<file path="src/hw/rtl/evwps_pkg.sv">
// ----------------------------------------------------------------------------
// evwps_pkg
// Shared widths, words and cell control types of the event window peak
// selector.
// ----------------------------------------------------------------------------
package evwps_pkg;

    localparam int unsigned EVENT_TIME_W       = 32;
    localparam int unsigned EVENT_SCORE_W      = 48;
    localparam int unsigned EVENT_INDEX_W      = 24;
    localparam int unsigned CLIP_W             = 10;
    localparam int unsigned TIME_FRAC_MAX      = 8;
    localparam int unsigned SPAN_W             = CLIP_W + TIME_FRAC_MAX;
    localparam int unsigned WINDOW_DEPTH_DEF   = 32;
    localparam int unsigned TIME_FRAC_BITS_DEF = 4;
    localparam logic [CLIP_W-1:0] CLIP_RESET   = CLIP_W'(50);

    typedef logic [EVENT_TIME_W-1:0]         event_time_t;
    typedef logic signed [EVENT_SCORE_W-1:0] event_score_t;
    typedef logic [EVENT_INDEX_W-1:0]        event_index_t;
    typedef logic [CLIP_W-1:0]               clip_t;
    typedef logic [SPAN_W-1:0]               span_t;

    typedef struct packed {
        event_time_t  event_time;
        event_score_t event_score;
        logic         batch_last;
    } event_word_t;

    typedef struct packed {
        event_index_t event_index;
        logic         keep;
        logic         forced;
        logic         batch_end;
        logic         run_last;
    } result_word_t;

    // one window entry as held by a cell
    typedef struct packed {
        logic         valid;
        logic         beaten;
        event_time_t  event_time;
        event_score_t event_score;
        event_index_t event_index;
    } entry_t;

    // broadcast from the sequencer to every cell
    typedef struct packed {
        logic         shift;
        logic         compare;
        logic         load;
        event_time_t  cur_time;
        event_score_t cur_score;
        event_index_t new_index;
        logic         new_beaten;
        span_t        span;
    } cell_ctrl_t;

endpackage

</file>
<file path="src/hw/rtl/evwps_cell.sv">
// ----------------------------------------------------------------------------
// evwps_cell
// One window slot: holds an entry, checks it against the current event and
// shifts toward the head of the chain when the oldest entry is popped.
// ----------------------------------------------------------------------------
module evwps_cell (
    input  logic                clk,
    input  logic                rst_n,
    input  evwps_pkg::cell_ctrl_t ctrl,
    input  evwps_pkg::entry_t   upstream,
    input  logic                prev_valid,
    output evwps_pkg::entry_t   entry,
    output logic                hit
);

    localparam int unsigned REACH_W = evwps_pkg::EVENT_TIME_W + 1;

    logic                   valid_reg, valid_next;
    logic                   beaten_reg, beaten_next;
    evwps_pkg::event_time_t  time_reg, time_next;
    evwps_pkg::event_score_t score_reg, score_next;
    evwps_pkg::event_index_t index_reg, index_next;

    logic [REACH_W-1:0] reach;
    logic               in_win;
    logic               take_new;

    // entry interacts when the new time is within clip past the stored time
    assign reach  = {1'b0, time_reg} + REACH_W'(ctrl.span);
    assign in_win = ({1'b0, ctrl.cur_time} <= reach);
    assign hit    = valid_reg && in_win && (score_reg >= ctrl.cur_score);

    // first empty slot takes the new event
    assign take_new = ctrl.load && !valid_reg && prev_valid;

    always_comb
    begin
        valid_next  = valid_reg;
        beaten_next = beaten_reg;
        time_next   = time_reg;
        score_next  = score_reg;
        index_next  = index_reg;
        if (ctrl.shift)
        begin
            valid_next  = upstream.valid;
            beaten_next = upstream.beaten;
            time_next   = upstream.event_time;
            score_next  = upstream.event_score;
            index_next  = upstream.event_index;
        end
        else if (ctrl.compare)
        begin
            if (valid_reg && in_win && (ctrl.cur_score > score_reg))
                beaten_next = 1'b1;
        end
        else if (take_new)
        begin
            valid_next  = 1'b1;
            beaten_next = ctrl.new_beaten;
            time_next   = ctrl.cur_time;
            score_next  = ctrl.cur_score;
            index_next  = ctrl.new_index;
        end
    end

    always_ff @(posedge clk or negedge rst_n)
    begin
        if (!rst_n)
        begin
            valid_reg  <= 1'b0;
            beaten_reg <= 1'b0;
        end
        else
        begin
            valid_reg  <= valid_next;
            beaten_reg <= beaten_next;
        end
    end

    always_ff @(posedge clk)
    begin
        time_reg  <= time_next;
        score_reg <= score_next;
        index_reg <= index_next;
    end

    assign entry = '{valid:       valid_reg,
                     beaten:      beaten_reg,
                     event_time:  time_reg,
                     event_score: score_reg,
                     event_index: index_reg};

endmodule

</file>
<file path="config.mk">
export PLATFORM = sky130hd
export DESIGN_NAME = evwps_cell
export DESIGN_NICKNAME = d
export VERILOG_FILES = /design/src/hw/rtl/evwps_pkg.sv /design/src/hw/rtl/evwps_cell.sv
export SDC_FILE = /design/constraint.sdc
export NUM_CORES = 1
export LEC_CHECK = 0
export ABC_CLOCK_PERIOD_IN_PS = 5750
export CORE_AREA = 2 2 132 134
export CTS_BUF_LIST = sky130_fd_sc_hd__clkbuf_4
export DETAILED_ROUTE_END_ITERATION = 10
export DIE_AREA = 0 0 134 136
export DONT_BUFFER_PORTS = 1
export HOLD_SLACK_MARGIN = 0.03
export SYNTH_ARGS = -nofsm -noshare
export SYNTH_HDL_FRONTEND = slang
export SYNTH_SLANG_ARGS = --single-unit
</file>
<file path="constraint.sdc">
create_clock -name clk -period 5.75 [get_ports clk]
set_input_delay 1.15 -clock clk [delete_from_list [all_inputs] [get_ports clk]]
set_output_delay 1.15 -clock clk [all_outputs]
set_load 0.02 [all_outputs]
</file>
# Yosys cells after proc, flatten, opt, wreduce, memory -nomap -nowiden
# Cells that the tools add are included.
[classes] eq_ne=2 n_mux=16 n_addsub=1 n_lt_le_gt_ge=3 n_reduce_logical=10
[ops] cell="$mux W48" n=3
[ops] cell="$mux W32" n=3
[ops] cell="$mux W24" n=3
[ops] cell="$ge A48 B48 Y1" n=1
[ops] cell="$gt A48 B48 Y1" n=1
[ops] cell="$add A32 B18 Y33" n=1
[ops] cell="$le A32 B33 Y1" n=1
[ops] cell="$mux W1" n=7
[ops] cell="$logic_and A1 B1 Y1" n=5
[ops] cell="$reduce_and A2 Y1" n=2
[ops] cell="$ne A3 B1 Y1 const B" n=1
[ops] cell="$reduce_bool A3 Y1" n=1
[ops] cell="$ne A2 B1 Y1 const B" n=1
[ops] cell="$reduce_bool A2 Y1" n=1
[ops] cell="$logic_not A1 Y1" n=1
[totals] regBits=106 elab_cells=37 input_bits=235

# Longest topological paths before layout
# Gate-level depths: netlist of the first run.
[logic_depth] depth_word=7 depth_mapped=22 mapped_depth_nobuf=22

# Worst setup path after synthesis of the first run
# Ideal clock, no wire load.
[synth_timing] path_type="input to output" start="in ctrl[1] (netlist bit)" end="out hit" required_time_ns=4.600 t_arrival_ns=4.651 path_slack_ns=-0.051 cell_stages=19 path_cell_list="ha_1 > a21o_1 > a21oi_1 > o21bai_1 > a21o_1 > a31o_2 > and2_1 > a31o_2 > and3_1 > xnor2_1 > ha_1 > nand4_1 > nor3_1 > nand2_1 > nor3_1 > a21oi_1 > nor2b_1 > a211o_1 > a21boi_0"
[synth_via] elab_chain_cells=4
[synth_rtl] element="start, declared" line="evwps_cell.sv:9" rtl="input evwps_pkg::cell_ctrl_t ctrl,"
[synth_rtl] element="$add A32 B18 Y33" line="evwps_cell.sv:29" rtl="assign reach = {1'b0, time_reg} + REACH_W'(ctrl.span);"
[synth_rtl] element="$le A32 B33 Y1" line="evwps_cell.sv:30" rtl="assign in_win = ({1'b0, ctrl.cur_time} <= reach);"
[synth_rtl] element="$logic_and A1 B1 Y1 (2 in series)" line="evwps_cell.sv:31" rtl="assign hit = valid_reg && in_win && (score_reg >= ctrl.cur_score);"
[synth_rtl] element="end, declared" line="evwps_cell.sv:13" rtl="output logic hit"
# Every way passes these cells.

# Final worst setup path of the first run
# Same ends and word-level chain as after synthesis.

==> impl_metrics.env, run 1 <==
export IMPL_status="complete, no violations"
export IMPL_synthesis_nets=979
export IMPL_end_kind="output port"
export IMPL_path_class="input port to output port"
export IMPL_finalCritPeriodShare_pct=97.6
export IMPL_grt_first_pass_wirelength_um=28900
export IMPL_ant_nets=0
export IMPL_vias_per_cell=5.77
export IMPL_critPathMaxFanout=3
export IMPL_worst_pin_slew_ps=819
export IMPL_final_setup_skew_ps=19.2
export IMPL_p_total_mw=1.94
export IMPL_worstPathRequired_ps=4600
export IMPL_rows=48
export IMPL_cap_violations=0
export IMPL_max_slew_margin_rel_pct=45.4
export IMPL_ir_drop_uv=127
export IMPL_worst_slack_ps=137
export IMPL_largest_reg_flops=48
export IMPL_worst_hold_path_type="input port to async pin"
export IMPL_syn_avg_cell_area_um2=11.6
export IMPL_wl_um=20100
export IMPL_cts_tree="yes"
export IMPL_min_period_ps=5610
export IMPL_syn_to_final_growth_pct=11.2
export IMPL_reg2reg_setup_slack_ps=1440
export IMPL_via_count=5251
export IMPL_drt_iter0_markers=191
export IMPL_final_hold_viol_count=0
export IMPL_coreArea_um2=16900
export IMPL_critPathLaunchType="input port"
export IMPL_post_dp_hpwl_um=15900
export IMPL_drc=0
export IMPL_dp_slack_ps=-172
export IMPL_async_reset_ff_share_pct=1.89
export IMPL_yosysWarnings=0
export IMPL_ys_flop_type="edfxtp_1"
export IMPL_dieHeight_um=136
export IMPL_start_util_pct=44.4
export IMPL_grt_usage_pct=20.8
export IMPL_path_clk_slew_ps=190
export IMPL_synth_cell_type_count=50
export IMPL_finalMaxSlewViolations=0
export IMPL_fin_nets=1012
export IMPL_grt_remaining_overflow=0
export IMPL_p_per_area_nw_per_um2=232
export IMPL_clock_fmax_mhz=178
export IMPL_wl_per_cell_um=22.1
export IMPL_drt_pass1_iterations=4
export IMPL_portBuffers=0
export IMPL_synth_seq_area_share_pct=42.4
export IMPL_clock_sinks=106
export IMPL_clk_path_buf_depth=2
export IMPL_power_leakage_nw=3.43
export IMPL_clk_insertion_delay_late_ps=500
export IMPL_root_buffer="clkbuf_4"
export IMPL_dieWidth_um=134
export IMPL_syn_area_um2=7490
export IMPL_grt_max_degree=111
export IMPL_synth_edf_count=104
export IMPL_drive_gt1_share_pct=28.4
export IMPL_die_area_um2=18200
export IMPL_grt_pass1_vias=5511
export IMPL_gp_congestion=0.841
export IMPL_ys_ff_latch=106
export IMPL_rsz0062_at_grt="true"
export IMPL_cp_arrival_ps=4460
export IMPL_antenna_found_initial=2
export IMPL_htreeDepth=3
export IMPL_numCtsBuffers=9
export IMPL_io_pin_count=342
export IMPL_synthCells=645
export IMPL_setup_violations=0
[kinds of logic (layout without fill, tap and decap cells)]
| family | Yosys count | count (layout) | share of synthesized area (%) |
|---|---|---|---|
| buffers and inverters | 77 | 115 | 3.96 |
| AOI/OAI and AO/OA | 122 | 122 | 10.5 |
| muxes | 104 | 104 | 15.7 |
| other | 0 | 2 | 0 |
| xor gates and xnor gates | 30 | 30 | 3.51 |
| adders and majority gates | 99 | 99 | 16.6 |
| DFF | 106 | 106 | 42.4 |
| and+or+nand+nor | 107 | 107 | 7.32 |
[worst max-delay path, stage by stage]
cell and delay [ps]:
ha_4 190, a21o_1 180, a21oi_2 150, o21bai_1 90, a21o_1 190, a31o_4 230
and2_4 140, a31o_4 240, and3_4 180, xnor2_2 130, ha_1 290, nand4_1 150
nor3_2 240, nand2_1 120, o21ai_2 170, a211oi_2 50, a211o_1 270, a21boi_2 170
buf_6 130
[cell type report]
type | count | area (um^2)
Antenna cell | 2 | 5.00
Clock buffer | 9 | 67.6
Clock inverter | 7 | 68.8
Fill cell | 1497 | 8550
Inverter | 63 | 236
Multi-Input combinational cell | 462 | 4220
Sequential cell | 106 | 3170
Tap cell | 225 | 282
Timing Repair Buffer | 36 | 274
[metal layers]
layer	vias to the layer above	part of all wire, %	GRT usage [%]
li1	2480	-	-
met1	2508	38	22.7
met2	237	52	37.7
met3	26	8.4	7.49
met4	0	1.9	6.32
met5	-	0	0
[synth_stat cells, types with 5 or more instances]
| master | count | area (um^2) |
|---|---|---|
| nand2_1 | 25 | 93.8 |
| a21o_1 | 22 | 165 |
| nor3_1 | 7 | 35.0 |
| edfxtp_1 | 104 | 3120 |
| nor2_1 | 21 | 78.8 |
| ha_1 | 98 | 1230 |
| xnor2_1 | 19 | 166 |
| nand3_1 | 14 | 70.1 |
| o21ai_0 | 15 | 75.1 |
| xor2_1 | 11 | 96.3 |
| nor2b_1 | 7 | 43.8 |
| mux2_2 | 102 | 1150 |
| o211ai_1 | 5 | 37.5 |
| and3_1 | 6 | 37.5 |
| a21oi_1 | 47 | 235 |
| nand4_1 | 17 | 106 |
| clkbuf_1 | 12 | 45.0 |
| a211oi_1 | 6 | 45.0 |
| inv_1 | 63 | 236 |
[metrics by stage]
stage	TNS, ps	area (um^2)	util [%]	hold slack (ps)	cells
3_3_place_gp	-100	7920	46.9	669	882
3_5_place_dp	-172	7920	46.9	669	882
6_report	0	8330	49.3	304	910
4_1_cts	0	8130	48.2	250	903
5_1_grt	-100	8330	49.3	246	910
2_1_floorplan	0	7490	-	465	645
[layout by cell type, fill, tap and decap left out, types with 5 or more instances in the layout]
master	Yosys	routed
a21o_1	22	22
a21oi_1	47	41
a21oi_2	0	5
and3_1	6	5
buf_4	2	35
clkbuf_4	0	9
edfxtp_1	104	104
ha_1	98	93
ha_4	0	5
inv_1	63	62
mux2_2	102	102
nand2_1	25	24
nand3_1	14	12
nand4_1	17	17
nor2_1	21	21
nor2b_1	7	7
o211ai_1	5	5
o21ai_0	15	12
xnor2_1	19	18
xor2_1	11	11
[power breakdown]
part | internal, mW | switching [mW]
Clock | 0.101 | 0.293
Sequential | 0.926 | 0.119
Combinational | 0.254 | 0.242
Total | 1.28 | 0.654
[what timing repair did]
| action | in CTS | in global routing |
|---|---|---|
| pin swaps | 7 | 38 |
| hold buffers | 0 | 0 |
| setup endpoints to repair | 1 | 1 |
| resized for setup | 9 | 29 |
| buffers inserted | 5 | 5 |
[final timing paths]
path	start	endpoint	cells after the start
setup / recovery	ctrl[1]	hit	19
hold / removal	rst_n	valid_reg	0
setup reg to reg	time_reg[10]	beaten_reg	21
hold reg to reg	beaten_reg	beaten_reg	1
max in group asynchronous	rst_n	valid_reg	0
min in group clk	beaten_reg	beaten_reg	1
Power figures use the tool's default switching activity.
==> inputs of run 2 (changes only) <==
--- a/config.mk
+++ b/config.mk
@@ -5,7 +5,7 @@
 export SDC_FILE = /design/constraint.sdc
 export NUM_CORES = 1
 export LEC_CHECK = 0
-export ABC_CLOCK_PERIOD_IN_PS = 5750
+export ABC_CLOCK_PERIOD_IN_PS = 5900
 export CORE_AREA = 2 2 132 134
 export CTS_BUF_LIST = sky130_fd_sc_hd__clkbuf_4
 export DETAILED_ROUTE_END_ITERATION = 10
==> constraint.sdc (replaced) <==
create_clock -name clk -period 5.9 [get_ports clk]
set_input_delay 1.18 -clock clk [delete_from_list [all_inputs] [get_ports clk]]
set_output_delay 1.18 -clock clk [all_outputs]
set_load 0.02 [all_outputs]
==> run 2 against run 1 <==
Register-to-register slack worse by 20 ps. Clock-buffer cell count rose by 1. Critical endpoint unchanged. Die area unchanged.
==> impl_metrics.env, run 2 (synthesis gave the netlist of run 1 again) <==
export IMPL_status="complete, no violations"
export IMPL_die_area_um2=18200
export IMPL_switching_share_pct=33.5
export IMPL_setup_violations=0
export IMPL_tns_ps=0
export IMPL_vias_per_cell=5.72
export IMPL_critPathLaunchType="input port"
export IMPL_worst_pin_slew_ps=1160
export IMPL_grt_first_pass_wirelength_um=29100
export IMPL_max_slew_margin_rel_pct=22.3
export IMPL_worst_hold_path_type="input port to async pin"
export IMPL_end_kind="output port"
export IMPL_coreArea_um2=16900
export IMPL_htreeDepth=3
export IMPL_gp_congestion=0.867
export IMPL_post_dp_hpwl_um=15900
export IMPL_p_int_mw=1.24
export IMPL_wl_per_cell_um=22.0
export IMPL_path_clk_slew_ps=180
export IMPL_layout_commonest_cell="edfxtp_1"
export IMPL_clock_sinks=106
export IMPL_finalCritPeriodShare_pct=98.3
export IMPL_critPathMaxFanout=2
export IMPL_worstPathRequired_ps=4720
export IMPL_grt_max_degree=111
export IMPL_clock_fmax_mhz=172
export IMPL_p_per_area_nw_per_um2=227
export IMPL_multi_input_area_um2=4150
export IMPL_clk_path_buf_depth=2
export IMPL_p_clk_share_pct=20.6
export IMPL_dieWidth_um=134
export IMPL_power_leakage_nw=3.42
export IMPL_dieHeight_um=136
export IMPL_start_util_pct=44.4
export IMPL_register_area_um2=3170
export IMPL_final_cell_mix="edfxtp_1, mux2_2, ha_1, inv_1, a21oi_1"
export IMPL_path_class="input port to output port"
export IMPL_drive_gt1_share_pct=27.0
export IMPL_largest_reg_flops=48
export IMPL_portBuffers=0
export IMPL_final_setup_skew_ps=22.9
export IMPL_rsz0062_at_grt="true"
export IMPL_fill_cells=1485
export IMPL_cp_slowest_stage_delay_ps=290
export IMPL_finalMaxSlewViolations=0
export IMPL_fin_nets=1010
export IMPL_p_total_mw=1.87
export IMPL_seqPwrFrac_pct=54.6
export IMPL_ant_nets=0
export IMPL_cts_tree="yes"
export IMPL_root_buffer="clkbuf_4"
export IMPL_crit_path_top_delay_cell="ha_1"
export IMPL_grt_pass1_vias=5463
export IMPL_hold_ws_ps=344
export IMPL_ir_drop_uv=112
export IMPL_clk_insertion_delay_late_ps=490
export IMPL_comb_power_share_pct=24.8
export IMPL_p_switching_mw=0.628
export IMPL_drt_iter0_markers=163
export IMPL_min_period_ps=5800
export IMPL_cap_violations=0
export IMPL_drc=0
export IMPL_numCtsBuffers=9
export IMPL_antenna_found_initial=3
export IMPL_ctsHoldBuffers=0
export IMPL_final_hold_viol_count=0
export IMPL_io_pin_count=342
export IMPL_wl_um=19900
export IMPL_cp_arrival_ps=4620
export IMPL_syn_to_final_growth_pct=10.0
export IMPL_drt_pass1_iterations=4
export IMPL_grt_remaining_overflow=0
export IMPL_crit_chain="ha_1 -> a21o_1 -> a21oi_2 -> o21bai_1 -> a21o_1 -> a31o_4 -> and2_4 -> a31o_2 -> and3_1 -> xnor2_1 -> ha_1 -> nand4_1 -> nor3_2 -> nand2_1 -> o21ai_0 -> a211oi_1 -> a211o_1 -> a21boi_2 -> buf_6"
export IMPL_rows=48
export IMPL_grt_usage_pct=21.1
export IMPL_via_count=5190
export IMPL_final_util_pct=48.8
run 2: cell count changes in the layout (fill, tap and decap cells not counted), moves of 2 or more:
cell     delta
o21ai_1     -2
o21ai_0     +2
buf_4       -2
ha_1        +2
ha_4        -2
run 2: area by class of cell:
class	instances	area share [%]
diodes	2	0.0607
well taps	225	3.42
flip-flops and latches	106	38.5
clock buffers	10	0.911
repair buffers	34	3.14
inverters	63	2.87
multi-input cells	462	50.4
clock inverters	6	0.698
run 2: per-layer routing:
layer	share of wire (%)	GRT usage, %
met1	37	22.1
met2	50	37.1
met3	9.5	8.80
met4	3.2	9.28
met5	0.065	0
run 2: worst max-delay path, delay by kind of cell:
kind	cells	cell delay [ps]
XOR/XNOR	1	120
buffers and inverters	1	130
AND/OR/NAND/NOR	5	820
adder cells (fa/ha/maj)	2	560
AO/OA/AOI/OAI	10	1790
run 2: power groups by stage:
stage,combinational (mW),sequential [mW],clock (mW)
floorplan,0.350,1.01,0
global placement,0.424,1.04,0
detailed placement,0.438,1.04,0
CTS,0.452,1.02,0.398
global route,0.527,1.03,0.422
finish,0.464,1.02,0.386
run 2: path summary, 6_finish.rpt:
path,end,cells past startpoint,start,slack [ps]
setup / recovery,hit,19,ctrl[1],100
hold / removal,beaten_reg,0,rst_n,340
setup reg to reg,beaten_reg,20,time_reg[1],1420
hold reg to reg,beaten_reg,1,beaten_reg,790
max in group asynchronous,valid_reg,0,rst_n,5490
min in group clk,valid_reg,1,ctrl[125],780
run 2: what timing repair did:
action	4_1_cts	5_1_grt
setup buffers	3	4
endpoints found under the setup margin	1	1
gates resized for setup	7	20
pin swaps	3	17
run 2: stage by stage:
stage / instances / instance area, um^2 / setup WS (ps)
final: 908 / 8240 / 102
after global placement: 883 / 7920 / -111
after floorplan: 645 / 7490 / 39.4
after CTS: 902 / 8110 / 4.22
after global routing: 908 / 8240 / -62.8
after detailed placement: 883 / 7920 / -244
